## config.mk

```make
export PLATFORM = sky130hd
export DESIGN_NAME = hrp_div_cell
export DESIGN_NICKNAME = d
export VERILOG_FILES = /design/src/rtl/hrp_div_cell.sv
export SDC_FILE = /design/constraint.sdc
export NUM_CORES = 1
export LEC_CHECK = 0
export BUFFER_PORTS_ARGS = -buffer_cell sky130_fd_sc_hd__clkbuf_2
export CAP_MARGIN = 10
export CORE_MARGIN = 5
export CORE_UTILIZATION = 30
export CTS_CLUSTER_DIAMETER = 50
export DETAILED_ROUTE_END_ITERATION = 12
export GPL_ROUTABILITY_DRIVEN = 0
export SETUP_SLACK_MARGIN = 0.1
export SYNTH_ARGS = -nofsm -noshare
export SYNTH_HDL_FRONTEND = slang
export SYNTH_SLANG_ARGS = --single-unit
```

## constraint.sdc

```tcl
create_clock -name clk -period 0.8 [get_ports clk]
set_input_delay 0.08 -clock clk [delete_from_list [all_inputs] [get_ports clk]]
set_output_delay 0.08 -clock clk [all_outputs]
set_load 0.005 [all_outputs]
```

## src/rtl/hrp_div_cell.sv

```systemverilog
// One quotient-bit cell of a pipelined restoring divider, two lanes on a shared divisor.
// Depends on nothing; chained by the top level.
module hrp_div_cell #(
	parameter int DEN_W  = 24,
	parameter int QB     = 15,
	parameter int SIDE_W = 1
) (
	input  logic              clk,
	input  logic              arst_n,
	input  logic              v_i,
	input  logic [DEN_W-1:0]  den_i,
	input  logic [DEN_W-1:0]  remx_i,
	input  logic [DEN_W-1:0]  remy_i,
	input  logic [QB-1:0]     lowx_i,
	input  logic [QB-1:0]     lowy_i,
	input  logic [QB-1:0]     quox_i,
	input  logic [QB-1:0]     quoy_i,
	input  logic [SIDE_W-1:0] side_i,
	output logic              v_q,
	output logic [DEN_W-1:0]  den_q,
	output logic [DEN_W-1:0]  remx_q,
	output logic [DEN_W-1:0]  remy_q,
	output logic [QB-1:0]     lowx_q,
	output logic [QB-1:0]     lowy_q,
	output logic [QB-1:0]     quox_q,
	output logic [QB-1:0]     quoy_q,
	output logic [SIDE_W-1:0] side_q
);
	logic [DEN_W:0] shx, shy, dext, subx, suby;
	logic           gex, gey;

	assign shx  = {remx_i, lowx_i[QB-1]};
	assign shy  = {remy_i, lowy_i[QB-1]};
	assign dext = {1'b0, den_i};
	assign gex  = shx >= dext;
	assign gey  = shy >= dext;
	assign subx = gex ? shx - dext : shx;
	assign suby = gey ? shy - dext : shy;

	always_ff @(posedge clk or negedge arst_n) begin
		if (!arst_n) begin
			v_q <= 1'b0;
		end else begin
			v_q <= v_i;
		end
	end

	always_ff @(posedge clk) begin
		den_q  <= den_i;
		remx_q <= subx[DEN_W-1:0];
		remy_q <= suby[DEN_W-1:0];
		lowx_q <= lowx_i << 1;
		lowy_q <= lowy_i << 1;
		quox_q <= {quox_i[QB-2:0], gex};
		quoy_q <= {quoy_i[QB-2:0], gey};
		side_q <= side_i;
	end

endmodule

```

== Yosys cells after proc, flatten, opt, wreduce, memory -nomap -nowiden ==
Cells that the tools add are included.
Operators by class
  $add $sub $neg: 2
  $lt $le $gt $ge: 2
  muxes and demuxes: 2
Operators by type and width (number)
  greater-or-equal comparator 25 x 24 -> 1 bit: 2
  2-to-1 mux 24 bit: 2
  subtractor 24 bit: 2
Storage, ports and cells
  register bits: 132
  input bits: 136
  word-level logic and storage cells: 15

== Longest topological paths before layout ==
Gate-level depths: netlist (run 1).
  word-level depth: 2
  depth in mapped cells: 13

== Worst setup path after synthesis (run 1) ==
OpenSTA, ideal clock, no wires.
  kind: input-to-reg
  start: in den_i[10]
  end: reg remy_q[18]
  setup time: 0.121 ns
  arrival: 2.483 ns
  data required time: 0.679 ns
  slack: -1.804 ns
  stages: 12
  path buffers: 1
  path through: inv_1 ha_1 a21o_1 a21o_1 nor3_2 nand3_1 a41o_1 a21oi_2 o31ai_2 a211oi_4 buf_6 mux2_2
Between the ends
  longest elaborated chain between the ends: 2
  elaborated cells on any way between the ends: 3
Ends and longest elaborated chain
  start, declared: RTL line 11  | input logic [DEN_W-1:0] den_i,
  subtractor 24 bit / greater-or-equal comparator 25 x 24 -> 1 bit (equally long branches): RTL line 38, 36
  2-to-1 mux 24 bit *: RTL line 38  | assign suby = gey ? shy - dext : shy;
  via suby[18]: RTL line 29  | logic [DEN_W:0] shx, shy, dext, subx, suby;
  end signal, assigned: RTL line 51  | remy_q <= suby[DEN_W-1:0];
  end, declared: RTL line 22  | output logic [DEN_W-1:0] remy_q,
Mark *: on every way through the listed nets, which the timed path passes. The rest lies on a longest branch.

== Final worst setup path (run 1) ==
  start: in den_i[1]
  end: reg remy_q[6]
Same word-level chain as after synthesis.

==> summary.txt, run 1 <==
Finish
  • Most frequent cells in the layout: clkbuf_2 (190), buf_4 (152), dlygate4sd3_1 (126)
  • Net count, final: 1292
  • Filler cells: 1472
  • Fraction of layout cells with a size suffix above 1: 59.70%
  • Commonest non-fill, non-tap cell in the layout: clkbuf_2
  • Layout area overhead: 103.0%
  • Finished Core Util: 61.77%

Power and ir drop
  • Worst vdd ir: 1441 µV
  • LEAKAGE: 5.670 nW
  • Power Dens Cells: 1929 mW/mm²

Synth
  • Avg Cell Area, Syn: 10.69 µm²
  • Seq/Total Area, Yosys: 46.66%
  • Ys Warns: 0
  • Ys flop type: dfxtp_1
  • Post-synth EDFFs: 0
  • Post-synthesis async set-or-reset flop share: 0.7576%
  • Register bit total from synthesis: 132
  • Yosys cell types: 56
  • Syn Std Cell Area: 0.005674 mm²
  • Cells after Synth: 531

STA
  • Max Freq: 0.4321 GHz
  • Final Max Slew Viols: 0
  • RSZ-0062 raised after global routing: yes
  • Fin crit period: 2314 ps
  • Final Cycle Share: 289.3%
  • Final hold slack: -9.239 ps
  • Final setup violation count: 182
  • Final worst setup slack: -1514 ps
  • Final Hold Violating Endpoints: 1
  • Setup tns final: -87930 ps

Hold path
  • Worst hold path class: in2reg

Clock network
  • Worst-path clk slew: 60 ps
  • TritonCTS Buffers: 17
  • Clock Sink Count: 132
  • CTS tree: done
  • CTS Buffer Depth: 2
  • H-tree depth: 4
  • Clock Root Buffer: clkbuf_16

Floorplan
  • Die height: 147.5 µm
  • Site Rows: 50
  • Starting Density: 30.44%
  • I/O pin cnt: 270
  • Die width: 147.5 µm
  • Core Area: 0.01864 mm²
  • Die area: 0.02177 mm²

Status
  • Failing checks: negative hold slack, negative setup slack
  • Outcome: finished, violations left

Global routing
  • All-layer global routing usage: 19.79%
  • Vias in the first global route: 6399
  • First-pass GRT wire length: 33740 µm
  • GR Overflow Total: 0
  • Initial antenna violation count: 1
  • Largest net degree at the start of global routing: 17

Drt
  • Drt total wl: 22750 µm
  • Via/cell ratio: 4.476
  • DR pass1 iterations: 6
  • Iter 0 DRT Violations: 140
  • Final ANT Viol Nets: 0
  • Routed via count: 6061
  • Detailed-route DRC error count: 0
  • WL/cell: 16.80 µm

Worst setup path
  • Crit path launch type: primary input
  • Data arrival time of the critical path: 2620 ps
  • Critical path type: in2reg
  • Worst path required time: 1110 ps
  • CP Max Fanout: 6
  • CP endpoint kind: flip-flop

Run
  • Maxcap violations: 0

Placement
  • HPWL Detailed: 15960 µm
  • Worst slack at placement: -2078 ps
  • Port Buffers: 265
-- per-layer routing --
layer,share of wire [%],global-route usage (%)
met5,0,0
met4,2.4,7.456
met3,6.0,5.303
met2,52,36.38
met1,39,21.70
-- cell usage after synthesis (13+ instances only) --
library cell / count / area [µm²]
xnor2_1: 25 / 219.0
xor2_1: 15 / 131.4
nand3_1: 17 / 85.08
a21oi_1: 28 / 140.1
a21o_1: 21 / 157.7
dfxtp_1: 131 / 2623
inv_1: 41 / 153.9
nor2_1: 27 / 101.4
o21ai_0: 13 / 65.06
mux2_2: 30 / 337.8
mux2_1: 13 / 146.4
nand2_1: 20 / 75.07
ha_1: 48 / 600.6
-- flip-flops by register name, indices dropped and copies added, names as in the netlist --
name	count
remx_q	24
lowx_q	14
den_q	24
v_q	1
side_q	1
quoy_q	15
lowy_q	14
remy_q	24
quox_q	15
-- worst paths after layout --
kind                            start          to  slack (ps)  cells past startpoint
setup / recovery             den_i[1]   remy_q[6]       -1510                     14
hold / removal             remx_i[19]  remx_q[20]          -9                      3
max in group asynchronous      arst_n         v_q         150                      3
min in group asynchronous      arst_n         v_q         530                      3
-- where the power goes --
group	internal, mW	total (mW)	switching [mW]
sequential	7.44	7.74	0.293
clock	4.45	7.74	3.30
combinational	4.08	6.73	2.65
total	16.0	22.2	6.25
-- critical path, stage by stage --
cell and delay (ps):
clkbuf_16 130, inv_8 40, ha_4 180, nor2b_4 130, o2111a_1 260, o21ai_2 240, nand3_2 110, a41o_1 260
a21oi_2 200, o31ai_2 100, a211oi_4 260, buf_6 180, buf_12 140, mux2_4 300
-- stage by stage --
step           area, µm²  total power [mW]  std cells
2_1_floorplan       5896             10.29        532
5_1_grt            11520             23.31       1354
3_5_place_dp        8557             12.91       1169
3_3_place_gp        8557             12.87       1169
6_report           11520             22.21       1354
4_1_cts            10760             21.62       1340
-- cell type report --
type / count / area, µm² / area share, %
diodes: 1 / 2.502 / 0.02173
flip-flops and latches: 132 / 2754 / 23.91
clock buffers: 18 / 439.2 / 3.814
multi-input cells: 350 / 3382 / 29.37
clock inverters: 14 / 142.6 / 1.239
well taps: 234 / 292.8 / 2.542
repair buffers: 564 / 4329 / 37.59
inverters: 41 / 173.9 / 1.510
-- kinds of logic (layout without fill, tap and decap cells) --
| family | Yosys count | after routing | share of synthesized area (%) |
|---|---|---|---|
| XOR/XNOR | 40 | 40 | 6.174 |
| other | 1 | 3 | 0.06609 |
| flip-flops | 132 | 132 | 46.66 |
| adder cells (fa/ha/maj) | 50 | 50 | 11.29 |
| AND/OR/NAND/NOR | 96 | 96 | 8.093 |
| AO/OA/AOI/OAI | 114 | 114 | 14.42 |
| buffers and inverters | 50 | 637 | 3.881 |
| multiplexers | 48 | 48 | 9.416 |
-- repair_timing --
action                                  4_1_cts  5_1_grt
endpoints found under the setup margin      182      182
pin swaps                                    17       28
cloned                                        1        2
buffers inserted                             14        9
resized for setup                            76      210
endpoints found under the hold margin       127        3
hold buffers                                124        2
Power figures use the tool's default switching activity.
==> inputs of run 2 (changes only) <==
BUFFER_PORTS_ARGS = default   (was -buffer_cell sky130_fd_sc_hd__clkbuf_2)
DONT_BUFFER_PORTS = 1   (was default)
clock period = 2 ns   (was 0.8 ns; I/O delays follow)
==> summary.txt, run 2 (synthesis results as in run 1) <==
Worst setup path
  • Critical path type: in2reg
  • CP Max Fanout: 6 (unchanged)
  • Worst path required time: 2300 ps (+1190 ps)
  • Data arrival time of the critical path: 2620 ps (about the same)
  • Crit path launch type: primary input
  • CP endpoint kind: flip-flop

Global routing
  • Initial antenna violation count: 0 (-1)
  • Grt met1 use: 19.21% (-2.5 points)
  • Largest net degree at the start of global routing: 17 (unchanged)
  • Met2 Use GR: 35.21% (-1.2 points)
  • Vias in the first global route: 5591 (-13%)
  • GRT Max-Usage Layer: met2
  • GR Util met3: 5.303% (unchanged)
  • All-layer global routing usage: 18.75% (-1.0 points)
  • GR Overflow Total: 0 (unchanged)
  • First-pass GRT wire length: 31370 µm (-7.0%)

Clock network
  • CTS tree: done
  • TritonCTS Buffers: 17 (unchanged)
  • Clock Sink Count: 132 (unchanged)
  • Worst-path clk slew: 60 ps (about the same)
  • CTS Buffer Depth: 2 (unchanged)
  • Clock Root Buffer: clkbuf_16
  • H-tree depth: 4 (unchanged)

Finish
  • Layout area overhead: 72.94%
  • Most frequent cells in the layout: buf_4 (136), dfxtp_1 (131), dlygate4sd3_1 (129)
  • # diodes: 0 (-1)
  • Commonest non-fill, non-tap cell in the layout: buf_4
  • Largest regs: den_q (24), remx_q (24), remy_q (24)
  • Fraction of layout cells with a size suffix above 1: 36.59% (-23 points)
  • Net count, final: 1012 (-22%)
  • Finished Core Util: 52.64% (-9.1 points)

Status
  • Outcome: finished, violations left
  • Failing checks: negative setup slack

STA
  • Fin crit period: 2313 ps
  • Final Max Slew Viols: 0 (unchanged)
  • Final Hold Violating Endpoints: 0 (-1)
  • RSZ-0062 raised after global routing: yes
  • Final hold slack: 64.32 ps (+73.56 ps)
  • Final Cycle Share: 115.7%
  • Final worst setup slack: -313.2 ps (+1201 ps)
  • Max Freq: 0.4323 GHz
  • Final setup violation count: 50 (-73%)

Placement
  • Port Buffers: 0 (-100%)
  • HPWL Detailed: 15300 µm (-4.1%)

Power and ir drop
  • Total power: 8.386 mW (-62%)
  • LEAKAGE: 4.405 nW (-22%)
  • Power Dens Cells: 854.6 mW/mm² (-56%)
  • Worst vdd ir: 411.1 µV (-71%)

Floorplan
  • Site Rows: 50 (unchanged)
  • Core Area: 0.01864 mm² (unchanged)
  • Die area: 0.02177 mm² (unchanged)
  • I/O pin cnt: 270 (unchanged)
  • Starting Density: 30.44% (unchanged)
  • Die width: 147.5 µm (unchanged)
  • Die height: 147.5 µm (unchanged)

Hold path
  • Worst hold path class: in2reg
  • Hold Path Sink: remx_q[0]
  • Min-delay src: den_i[0]
  • Hold Crit Depth: 2 (-1)

Drt
  • Drt total wl: 21790 µm (-4.2%)
  • Detailed-route DRC error count: 0 (unchanged)
  • Via/cell ratio: 4.808 (+7.4%)
  • WL/cell: 20.31 µm (+21%)
  • Iter 0 DRT Violations: 155 (+11%)
  • Final ANT Viol Nets: 0 (unchanged)
  • DR pass1 iterations: 4 (-2)
  • Routed via count: 5159 (-15%)

Run
  • Maxcap violations: 0 (unchanged)
-- run 2: worst max path at each step --
stage,cells past startpoint,to,startpoint,slack (ps)
detailed placement,12,remx_q[20],lowx_i[14],-860
global placement,12,remx_q[20],lowx_i[14],-840
floorplan,11,remy_q[17],remy_i[0],-530
finish,13,remy_q[23],den_i[1],-310
global route,13,remy_q[23],den_i[1],-340
CTS,12,remy_q[16],remy_i[0],-330
-- run 2: repair_timing --
| action | in CTS | in global routing |
|---|---|---|
| resized for setup | 50 | 50 |
| hold endpoints to repair | 128 | 0 |
| pin swaps | 17 | 13 |
| buffers inserted | 8 | 11 |
| hold buffers | 129 | 0 |
| gates cloned | 2 | 2 |
| setup endpoints to repair | 50 | 50 |
-- run 2: final cells by class --
cell class              instances  area [µm²]
flip-flops and latches        132        2648
fillers                      1582        8830
clock inverters                14       163.9
clock buffers                  18       429.2
repair buffers                284        2613
well taps                     234       292.8
multi-input cells             350        3486
inverters                      41       181.4
-- run 2: power by group --
part           internal, mW  switching, mW  leakage (nW)  total [mW]
registers              2.94          0.200          1.12        3.14
clock network          1.87           1.27         0.287        3.15
logic                  1.24          0.854          3.00        2.10
-- run 2: through the flow --
stage                     setup WS [ps]  cells  TNS (ps)  area [µm²]
after CTS                        -331.7   1060    -12080        9378
after floorplan                  -526.3    532    -23050        5896
after global routing             -336.0   1073    -13000        9813
after detailed placement         -861.8    889    -38500        7118
after global placement           -841.1    889    -36350        7118
final                            -313.2   1073    -10960        9813
-- run 2: metal layers --
layer  wire length [µm]  part of all wire, %
met5                  0                    0
met4                780                  3.6
met3               1570                  7.2
met2              11500                   53
met1               7943                   36
-- run 2: worst max-delay path, cell delays in order --
cell and delay [ps]:
inv_12 20, ha_4 200, nor2b_4 130, o2111a_1 280
o21ai_2 230, nand3_2 110, a41o_1 280, a21oi_4 190
o31ai_4 80, a211oi_4 260, buf_6 160, clkbuf_16 170
mux2_4 300
