<file path="src/rtl/hrp_sqrt_cell.sv">
// One digit cell of a pipelined integer square root: two radicand bits per cell.
// Depends on nothing; chained by the top level.
module hrp_sqrt_cell #(
	parameter int RAD_W  = 42,
	parameter int SIDE_W = 1
) (
	input  logic                  clk,
	input  logic                  arst_n,
	input  logic                  v_i,
	input  logic [RAD_W-1:0]      rad_i,
	input  logic [RAD_W/2-1:0]    root_i,
	input  logic [RAD_W/2+1:0]    rem_i,
	input  logic [SIDE_W-1:0]     side_i,
	output logic                  v_q,
	output logic [RAD_W-1:0]      rad_q,
	output logic [RAD_W/2-1:0]    root_q,
	output logic [RAD_W/2+1:0]    rem_q,
	output logic [SIDE_W-1:0]     side_q
);
	localparam int ROOT_W = RAD_W / 2;
	localparam int REM_W  = ROOT_W + 2;

	logic [REM_W-1:0] rem_sh;
	logic [REM_W-1:0] trial;
	logic             ge;

	assign rem_sh = {rem_i[REM_W-3:0], rad_i[RAD_W-1 -: 2]};
	assign trial  = {root_i, 2'b01};
	assign ge     = rem_sh >= trial;

	always_ff @(posedge clk or negedge arst_n) begin
		if (!arst_n) begin
			v_q <= 1'b0;
		end else begin
			v_q <= v_i;
		end
	end

	always_ff @(posedge clk) begin
		rad_q  <= rad_i << 2;
		root_q <= {root_i[ROOT_W-2:0], ge};
		rem_q  <= ge ? rem_sh - trial : rem_sh;
		side_q <= side_i;
	end

endmodule

</file>
<file path="config.mk">
export PLATFORM = sky130hd
export DESIGN_NAME = hrp_sqrt_cell
export DESIGN_NICKNAME = d
export VERILOG_FILES = /design/src/rtl/hrp_sqrt_cell.sv
export SDC_FILE = /design/constraint.sdc
export NUM_CORES = 1
export LEC_CHECK = 0
export ABC_CLOCK_PERIOD_IN_PS = 950
export BUFFER_PORTS_ARGS = -buffer_cell sky130_fd_sc_hd__buf_2
export CAP_MARGIN = 20
export CORE_MARGIN = 4
export CORE_UTILIZATION = 48
export DETAILED_ROUTE_END_ITERATION = 6
export PLACE_DENSITY = 0.93
export SYNTH_ARGS = -nofsm -noshare
export SYNTH_HDL_FRONTEND = slang
export SYNTH_SLANG_ARGS = --single-unit
</file>
<file path="constraint.sdc">
create_clock -name clk -period 0.95 [get_ports clk]
set_input_delay 0.095 -clock clk [delete_from_list [all_inputs] [get_ports clk]]
set_output_delay 0.095 -clock clk [all_outputs]
set_load 0.05 [all_outputs]
</file>
==> flow_metrics.tcl, run 1 <==
set metrics [dict create \
    cts_buffers 9 \
    status "aborted with a tool error" \
    synth_mux_area_frac 0.0125 \
    syn_inst 340 \
    yosys.area_share.simple 0.110 \
    synth_xor_area_frac 0.0452 \
    initial_core_util 0.508 \
    htree_levels 3 \
    ys_seq_area_frac 0.524 \
    clock_sinks 86 \
    post_cts_resized 283 \
    die_w_um 90.9 \
    post_cts_buffers 13 \
    hold_buffers 75 \
    gp_congestion 0.875 \
    synth-seq-cells 86 \
    synth_ff_type "dfxtp_1" \
    io_pins 178 \
    die_y_um 90.9 \
    synth_cell_types 46 \
    placed_cells 641 \
    synth_area_sq_um 3300 \
    root_buffer "clkbuf_8" \
    rows 29 \
    synth-edff-count 0 \
    syn_area_per_cell_sq_um 9.70 \
    synth-compound-area-share 0.172 \
    synth-adder-area-share 0.0873 \
    synthArstFlopShare 0.0116 \
    dp_hpwl_um 8330 \
    port_buffers 173 \
    clockBufferDepth 2 \
    stop_stage "clock tree synthesis (4_1_cts)" \
    firstError "[ERROR DPL-0038] Utilization greater than 100%, impossible to legalize" \
    synth_top_family_by_area "compound AO/OA/AOI/OAI gates" \
    dp_slack_ns -1.38 \
    ys.warnings.count 0 \
]
==> through the flow <==
| step | cell area [sq um] | hold WS (ns) | util |
|---|---|---|---|
| after floorplan | 3440 | -0.201 | - |
| after global placement | 4800 | -0.120 | 0.739 |
| after detailed placement | 4800 | -0.119 | 0.739 |
==> synthesized netlist by cell type (all sizes together), types with 6 or more instances <==
| cell type | number | share of area |
|---|---|---|
| a211oi | 6 | 0.015 |
| a21oi | 28 | 0.043 |
| clkbuf | 7 | 0.0080 |
| dfxtp | 85 | 0.52 |
| ha | 23 | 0.087 |
| inv | 28 | 0.032 |
| nand2 | 33 | 0.038 |
| nand3 | 8 | 0.012 |
| nor2 | 14 | 0.016 |
| o21ai | 27 | 0.042 |
| xnor2 | 9 | 0.024 |
| xor2 | 8 | 0.021 |
==> cell families after synthesis <==
kind of cell	count (synthesis)
AO/OA/AOI/OAI	91
flip-flops	86
AND/OR/NAND/NOR	79
buffers and inverters	39
adder cells (fa/ha/maj)	23
XOR/XNOR	17
multiplexers	4
other	1
==> run 2, diff against run 1 <==
--- a/config.mk
+++ b/config.mk
@@ -9,9 +9,9 @@
 export BUFFER_PORTS_ARGS = -buffer_cell sky130_fd_sc_hd__buf_2
 export CAP_MARGIN = 20
 export CORE_MARGIN = 4
-export CORE_UTILIZATION = 48
+export CORE_UTILIZATION = 40
 export DETAILED_ROUTE_END_ITERATION = 6
-export PLACE_DENSITY = 0.93
+export PLACE_DENSITY_LB_ADDON = 0.15
 export SYNTH_ARGS = -nofsm -noshare
 export SYNTH_HDL_FRONTEND = slang
 export SYNTH_SLANG_ARGS = --single-unit
==> run 2 against run 1 <==
The flow now finishes, with violations (negative setup slack). Synthesized area is the same. Synthesized cell count is the same.
==> flow_metrics.tcl, run 2 <==
set metrics [dict create \
    hold_path_class "in2reg" \
    max-vdd-ir-drop_uv 1080 \
    slew_violations 0 \
    syn_to_final_growth_pct 126 \
    clock_sinks 86 \
    wire_per_inst_um 28.3 \
    antenna_found_initial 2 \
    crit_top_cell "o21ai_1" \
    drc 0 \
    synth_area_sq_um 3300 \
    period_needed_ns 2.15 \
    largest_reg_flops 40 \
    dieArea_sq_um 9760 \
    cap_viol_max_count 0 \
    power_leakage_nw 3.43 \
    final_cell_mix "buf_2, dfxtp_2, buf_8" \
    worstPathMaxFanout 10 \
    largest_register "rad_q" \
    crit_required_ns 1.22 \
    syn_area_per_cell_sq_um 9.70 \
    synth-edff-count 0 \
    core_sq_um 7890 \
    die_w_um 98.8 \
    vias_per_cell 6.10 \
    top_regs "rad_q (40), rem_q (23), root_q (21)" \
    syn_inst 340 \
    synthArstFlopShare 0.0116 \
    worstPathCellList "buf_2, inv_1, ha_4, a21oi_2, o21ai_1, nor3_2, a211oi_2, buf_4, a41oi_4, buf_6, buf_12, nand2_1, o21ai_1" \
    gr-usage-all-layers 0.340 \
    finalNetCount 796 \
    path_buf_inv 5 \
    p_per_area_nw_per_um2 1660 \
    finalHoldViolations 0 \
    grt_pass1_wl_um 26000 \
    synth.most_common_cell "dfxtp_1" \
    rows 32 \
    critPathCaptureType "flop" \
    crit_path_max_incr_delay_ns 0.29 \
    grt_max_degree 20 \
    die_y_um 98.8 \
    cts_tree "done" \
    worst_slack_ns -1.20 \
    port_buffers 173 \
    rsz0062_at_grt "true" \
    grt-ovfl-total 0 \
    synth_top_area_cell "dfxtp_1" \
    dp_hpwl_um 7760 \
    worstSetupPathType "in2reg" \
    routed_wl_um 22400 \
    drtIter0Drc 745 \
    path_clk_slew_ns 0.11 \
    drive_gt1_frac 0.628 \
    mostFrequentLayoutCell "buf_2" \
    ys.warnings.count 0 \
    initial_core_util 0.418 \
    slowest_stage "nor3_2" \
    critPathLaunchType "primary input" \
    ant_nets 0 \
    htree_levels 3 \
    clockBufferDepth 2 \
    ys_seq_area_frac 0.524 \
    timing.final.crit_share 2.27 \
    crit_arrival_ns 2.42 \
    yosysTopAreaCellShare 0.516 \
    ys_top_cells_by_area "dfxtp_1, ha_1, a21oi_1, nand2_1, inv_1" \
    timing.slew.headroom 0.557 \
    tightest_slew_ns 0.664 \
    max_freq_mhz 465 \
    synth_cell_types 46 \
    synth_ff_type "dfxtp_1" \
    root_buffer "clkbuf_8" \
    status "finished with violations" \
    violations "negative setup slack" \
    cts_buffers 9 \
    grt_pass1_vias 4545 \
    io_pins 178 \
    hold_ws_ns 0.0392 \
    p_total_mw 12.3 \
    setup_viol 108 \
    firstDrtPassIters 7 \
    ys_top_cells_by_count "dfxtp_1, nand2_1, a21oi_1, inv_1, ha_1" \
    crit_family "compound AO/OA/AOI/OAI gates" \
    vias 4831 \
    gp_congestion 0.897 \
    synth-seq-cells 86 \
]
run 2: cell counts after synthesis:
No cell type changed its count.
run 2: where the power goes:
group,switching [mW],internal (mW)
registers,0.281,4.00
clock network,1.77,1.02
logic,2.97,2.31
total,5.01,7.32
run 2: area by class of cell:
class | count | area (sq um)
diodes | 2 | 5.00
flip-flops and latches | 86 | 1830
inverters | 28 | 113
fillers | 194 | 452
well taps | 102 | 128
clock inverters | 7 | 61.3
repair buffers | 342 | 3310
clock buffers | 9 | 124
multi-input cells | 216 | 1870
run 2: layer usage:
metal  global-route usage  wire (um)
met1                0.365       7030
met2                0.617      10300
met3               0.0863       2780
met4                0.164       2290
met5                    0          0
run 2: final timing paths:
path | startpoint | end | slack [ns] | cells after the start
setup / recovery | root_i[12] | rem_q[15]$_DFF_P_ | -1.20 | 13
hold / removal | rad_i[40] | rem_q[0]$_DFF_P_ | 0.04 | 3
max in group asynchronous | arst_n | v_q$_DFF_PN0_ | 0.78 | 2
min in group asynchronous | arst_n | v_q$_DFF_PN0_ | 0.07 | 2
run 2: logic make-up after synthesis:
group	Yosys count	synth area share
mux	4	0.0125
buf+inv	39	0.0474
flops	86	0.524
compound gates	91	0.172
simple gates	79	0.110
fa+ha+maj	23	0.0873
other cells	1	0.00114
xor+xnor	17	0.0452
run 2: metrics by stage:
step	std cells	utilization	cell area, sq um	setup TNS [ns]	setup WS [ns]
3_3_place_gp	673	0.619	4880	-29.01	-1.29
4_1_cts	781	0.881	6950	-18.30	-0.892
3_5_place_dp	673	0.619	4880	-29.59	-1.35
2_1_floorplan	341	-	3440	-22.51	-1.11
5_1_grt	792	0.943	7440	-28.93	-1.21
6_report	792	0.943	7440	-27.51	-1.20
run 2: timing repair:
item	in CTS	in global routing
cloned	0	4
setup buffers	12	8
pin swaps	18	15
hold buffers	80	0
setup endpoints to repair	110	110
gates resized for setup	320	95
endpoints found under the hold margin	80	0
(Power assumes the default switching activity.)
==> run 3, diff against run 2 <==
--- a/config.mk
+++ b/config.mk
@@ -5,7 +5,8 @@
 export SDC_FILE = /design/constraint.sdc
 export NUM_CORES = 1
 export LEC_CHECK = 0
-export ABC_CLOCK_PERIOD_IN_PS = 950
+export ABC_AREA = 1
+export ABC_CLOCK_PERIOD_IN_PS = 2600
 export BUFFER_PORTS_ARGS = -buffer_cell sky130_fd_sc_hd__buf_2
 export CAP_MARGIN = 20
 export CORE_MARGIN = 4
==> constraint.sdc (replaced) <==
create_clock -name clk -period 2.6 [get_ports clk]
set_input_delay 0.26 -clock clk [delete_from_list [all_inputs] [get_ports clk]]
set_output_delay 0.26 -clock clk [all_outputs]
set_load 0.05 [all_outputs]
==> run 3 against run 2 <==
The flow now finishes without violations. Critical path type unchanged. Clock power fell by 60%. Critical endpoint is now rem_q[20]$_DFF_P_. Utilization decreased by 35 points. Clock-buffer cell count rose by 1. Global-route usage decreased by 14 points. Synthesized cell count grew 58%.
==> flow_metrics.tcl, run 3 <==
set metrics [dict create \
    status "finished clean" \
    rows 36 \
    die_w_um 108 \
    syn_to_final_growth_pct 44.5 \
    cap_viol_max_count 0 \
    gp_congestion 0.878 \
    synth_ff_type "dfxtp_1" \
    seq_power_share 0.388 \
    synth-edff-count 0 \
    grt_pass1_vias 3797 \
    finalNetCount 886 \
    drive_gt1_frac 0.284 \
    drc 0 \
    gr-usage-all-layers 0.199 \
    grt_pass1_wl_um 18100 \
    die_y_um 108 \
    slew_violations 0 \
    ant_nets 0 \
    vias_per_cell 4.30 \
    antenna_found_initial 0 \
    timing.final.crit_share 0.882 \
    path_clk_slew_ns 0.09 \
    port_buffers 173 \
    dieArea_sq_um 11600 \
    p_total_mw 3.76 \
    syn_area_per_cell_sq_um 7.39 \
    tns_ns 0 \
    htree_levels 3 \
    p_int_mw 2.43 \
    p_clk_frac 0.296 \
    num_antenna_cells 0 \
    max-vdd-ir-drop_uv 250 \
    mostFrequentLayoutCell "nand2_1" \
    top_regs "rad_q (40), rem_q (23), root_q (21)" \
    dpl_cell_area_sq_um 4950 \
    io_pins 178 \
    largest_register "rad_q" \
    synth_top_area_cell "dfxtp_1" \
    worstPathMaxFanout 16 \
    ys_top_cells_by_count "nand2_1, inv_1, dfxtp_1" \
    synth-seq-cells 86 \
    hold_ws_ns 0.0186 \
    comb_power_share 0.316 \
    min_path_cells 1 \
    p_sw_frac 0.355 \
    critPathCaptureType "flop" \
    grt-ovfl-total 0 \
    nFillCells 944 \
    hold_path_class "in2reg" \
    max_freq_mhz 436 \
    power_leakage_nw 3.25 \
    setup_viol 0 \
    drtIter0Drc 117 \
    cts_tree "done" \
    yosysTopAreaCellShare 0.429 \
    final_design_area_no_fill_sq_um 5730 \
    ys.warnings.count 0 \
    clock_sinks 86 \
    finalHoldViolations 0 \
    final_cell_mix "nand2_1, buf_2, inv_1" \
    firstDrtPassIters 4 \
    largest_reg_flops 40 \
    synth.most_common_cell "nand2_1" \
    wire_per_inst_um 12.8 \
    synth_cell_types 26 \
    cts_buffers 9 \
    routed_wl_um 11700 \
    ys_seq_area_frac 0.435 \
    root_buffer "clkbuf_8" \
    synth_area_sq_um 3970 \
    final_util 0.589 \
    initial_core_util 0.408 \
    grt_max_degree 17 \
    crit_arrival_ns 2.56 \
    dp_hpwl_um 8700 \
    period_needed_ns 2.29 \
    core_sq_um 9730 \
    p_sw_mw 1.33 \
    crit_required_ns 2.86 \
    synthArstFlopShare 0.0116 \
    critPathLaunchType "primary input" \
    clockBufferDepth 2 \
    ys_top_cells_by_area "dfxtp_1, nand2_1, inv_1, ha_1, nand3_1" \
    syn_inst 537 \
    rsz0062_at_grt "false" \
    p_per_area_nw_per_um2 656 \
    vias 3912 \
    worstSetupPathType "in2reg" \
]
## run 3: changes by cell type in the layout (fill, tap and decap cells not counted), moves of 25 or more
cell           change
buf_2             +90
buf_4             -74
buf_8             -81
dfxtp_1           +83
dfxtp_2           -82
dlygate4sd3_1     -25
inv_1             +85
nand2_1          +148
nand3_1           +39
## run 3: stage by stage
stage / std cells / setup WS, ns
3_5_place_dp: 840 / 0.497
3_3_place_gp: 840 / 0.467
2_1_floorplan: 538 / 0.934
5_1_grt: 910 / 0.190
6_report: 910 / 0.306
4_1_cts: 902 / 0.349
## run 3: repair_timing
item / CTS / global route
hold buffers: 47 / 8
resized for setup: 0 / 0
buffers inserted: 0 / 0
hold endpoints to repair: 47 / 8
## run 3: critical path, stage by stage
cell and delay, ns:
dlygate4sd3_1 0.54, buf_2 0.11, inv_1 0.03, ha_1 0.35, nand2_2 0.14, inv_2 0.04, nand2_1 0.08, nand2_1 0.10
a21oi_1 0.27, nand4_4 0.20, buf_4 0.25, nand3_1 0.12, nand2_1 0.05
## run 3: final cells by class
cell class,count,area [sq um],share of cell area
Multi-Input combinational cell,334,1750,0.305
Timing Repair Buffer,231,1440,0.251
Clock inverter,5,108,0.0188
Sequential cell,86,1730,0.301
Inverter,111,417,0.0727
Tap cell,133,166,0.0290
Clock buffer,10,128,0.0223
## run 3: cell families (layout without fill, tap and decap cells)
kind of cell / count (synthesis) / after routing / share of synthesized area
flops: 86 / 86 / 0.435
compound gates: 21 / 21 / 0.0341
xor+xnor: 9 / 9 / 0.0199
other cells: 1 / 2 / 0.000945
buf+inv: 118 / 357 / 0.125
simple gates: 279 / 279 / 0.312
fa+ha+maj: 23 / 23 / 0.0725
## run 3: path summary, 6_finish.rpt
kind | from | end | slack, ns
min in group asynchronous | arst_n | v_q$_DFF_PN0_ | 0.22
worst min-delay path | rad_i[26] | rad_q[28]$_DFF_P_ | 0.02
max in group asynchronous | arst_n | v_q$_DFF_PN0_ | 2.30
worst max-delay path | root_i[16] | rem_q[20]$_DFF_P_ | 0.31
## run 3: power groups by stage
stage / Combinational, mW / Clock [mW] / Sequential, mW
global placement: 1.12 / 0 / 1.49
detailed placement: 1.12 / 0 / 1.49
floorplan: 0.428 / 0 / 1.91
finish: 1.19 / 1.11 / 1.46
CTS: 1.18 / 1.15 / 1.46
global route: 1.29 / 1.21 / 1.47
## run 3: layer usage
| metal | vias to the layer above | global-route usage | routed length [um] |
|---|---|---|---|
| li1 | 2086 | - | - |
| met4 | 0 | 0.0640 | 211 |
| met2 | 141 | 0.349 | 5670 |
| met5 | - | 0 | 0 |
| met3 | 19 | 0.0492 | 824 |
| met1 | 1666 | 0.239 | 4980 |
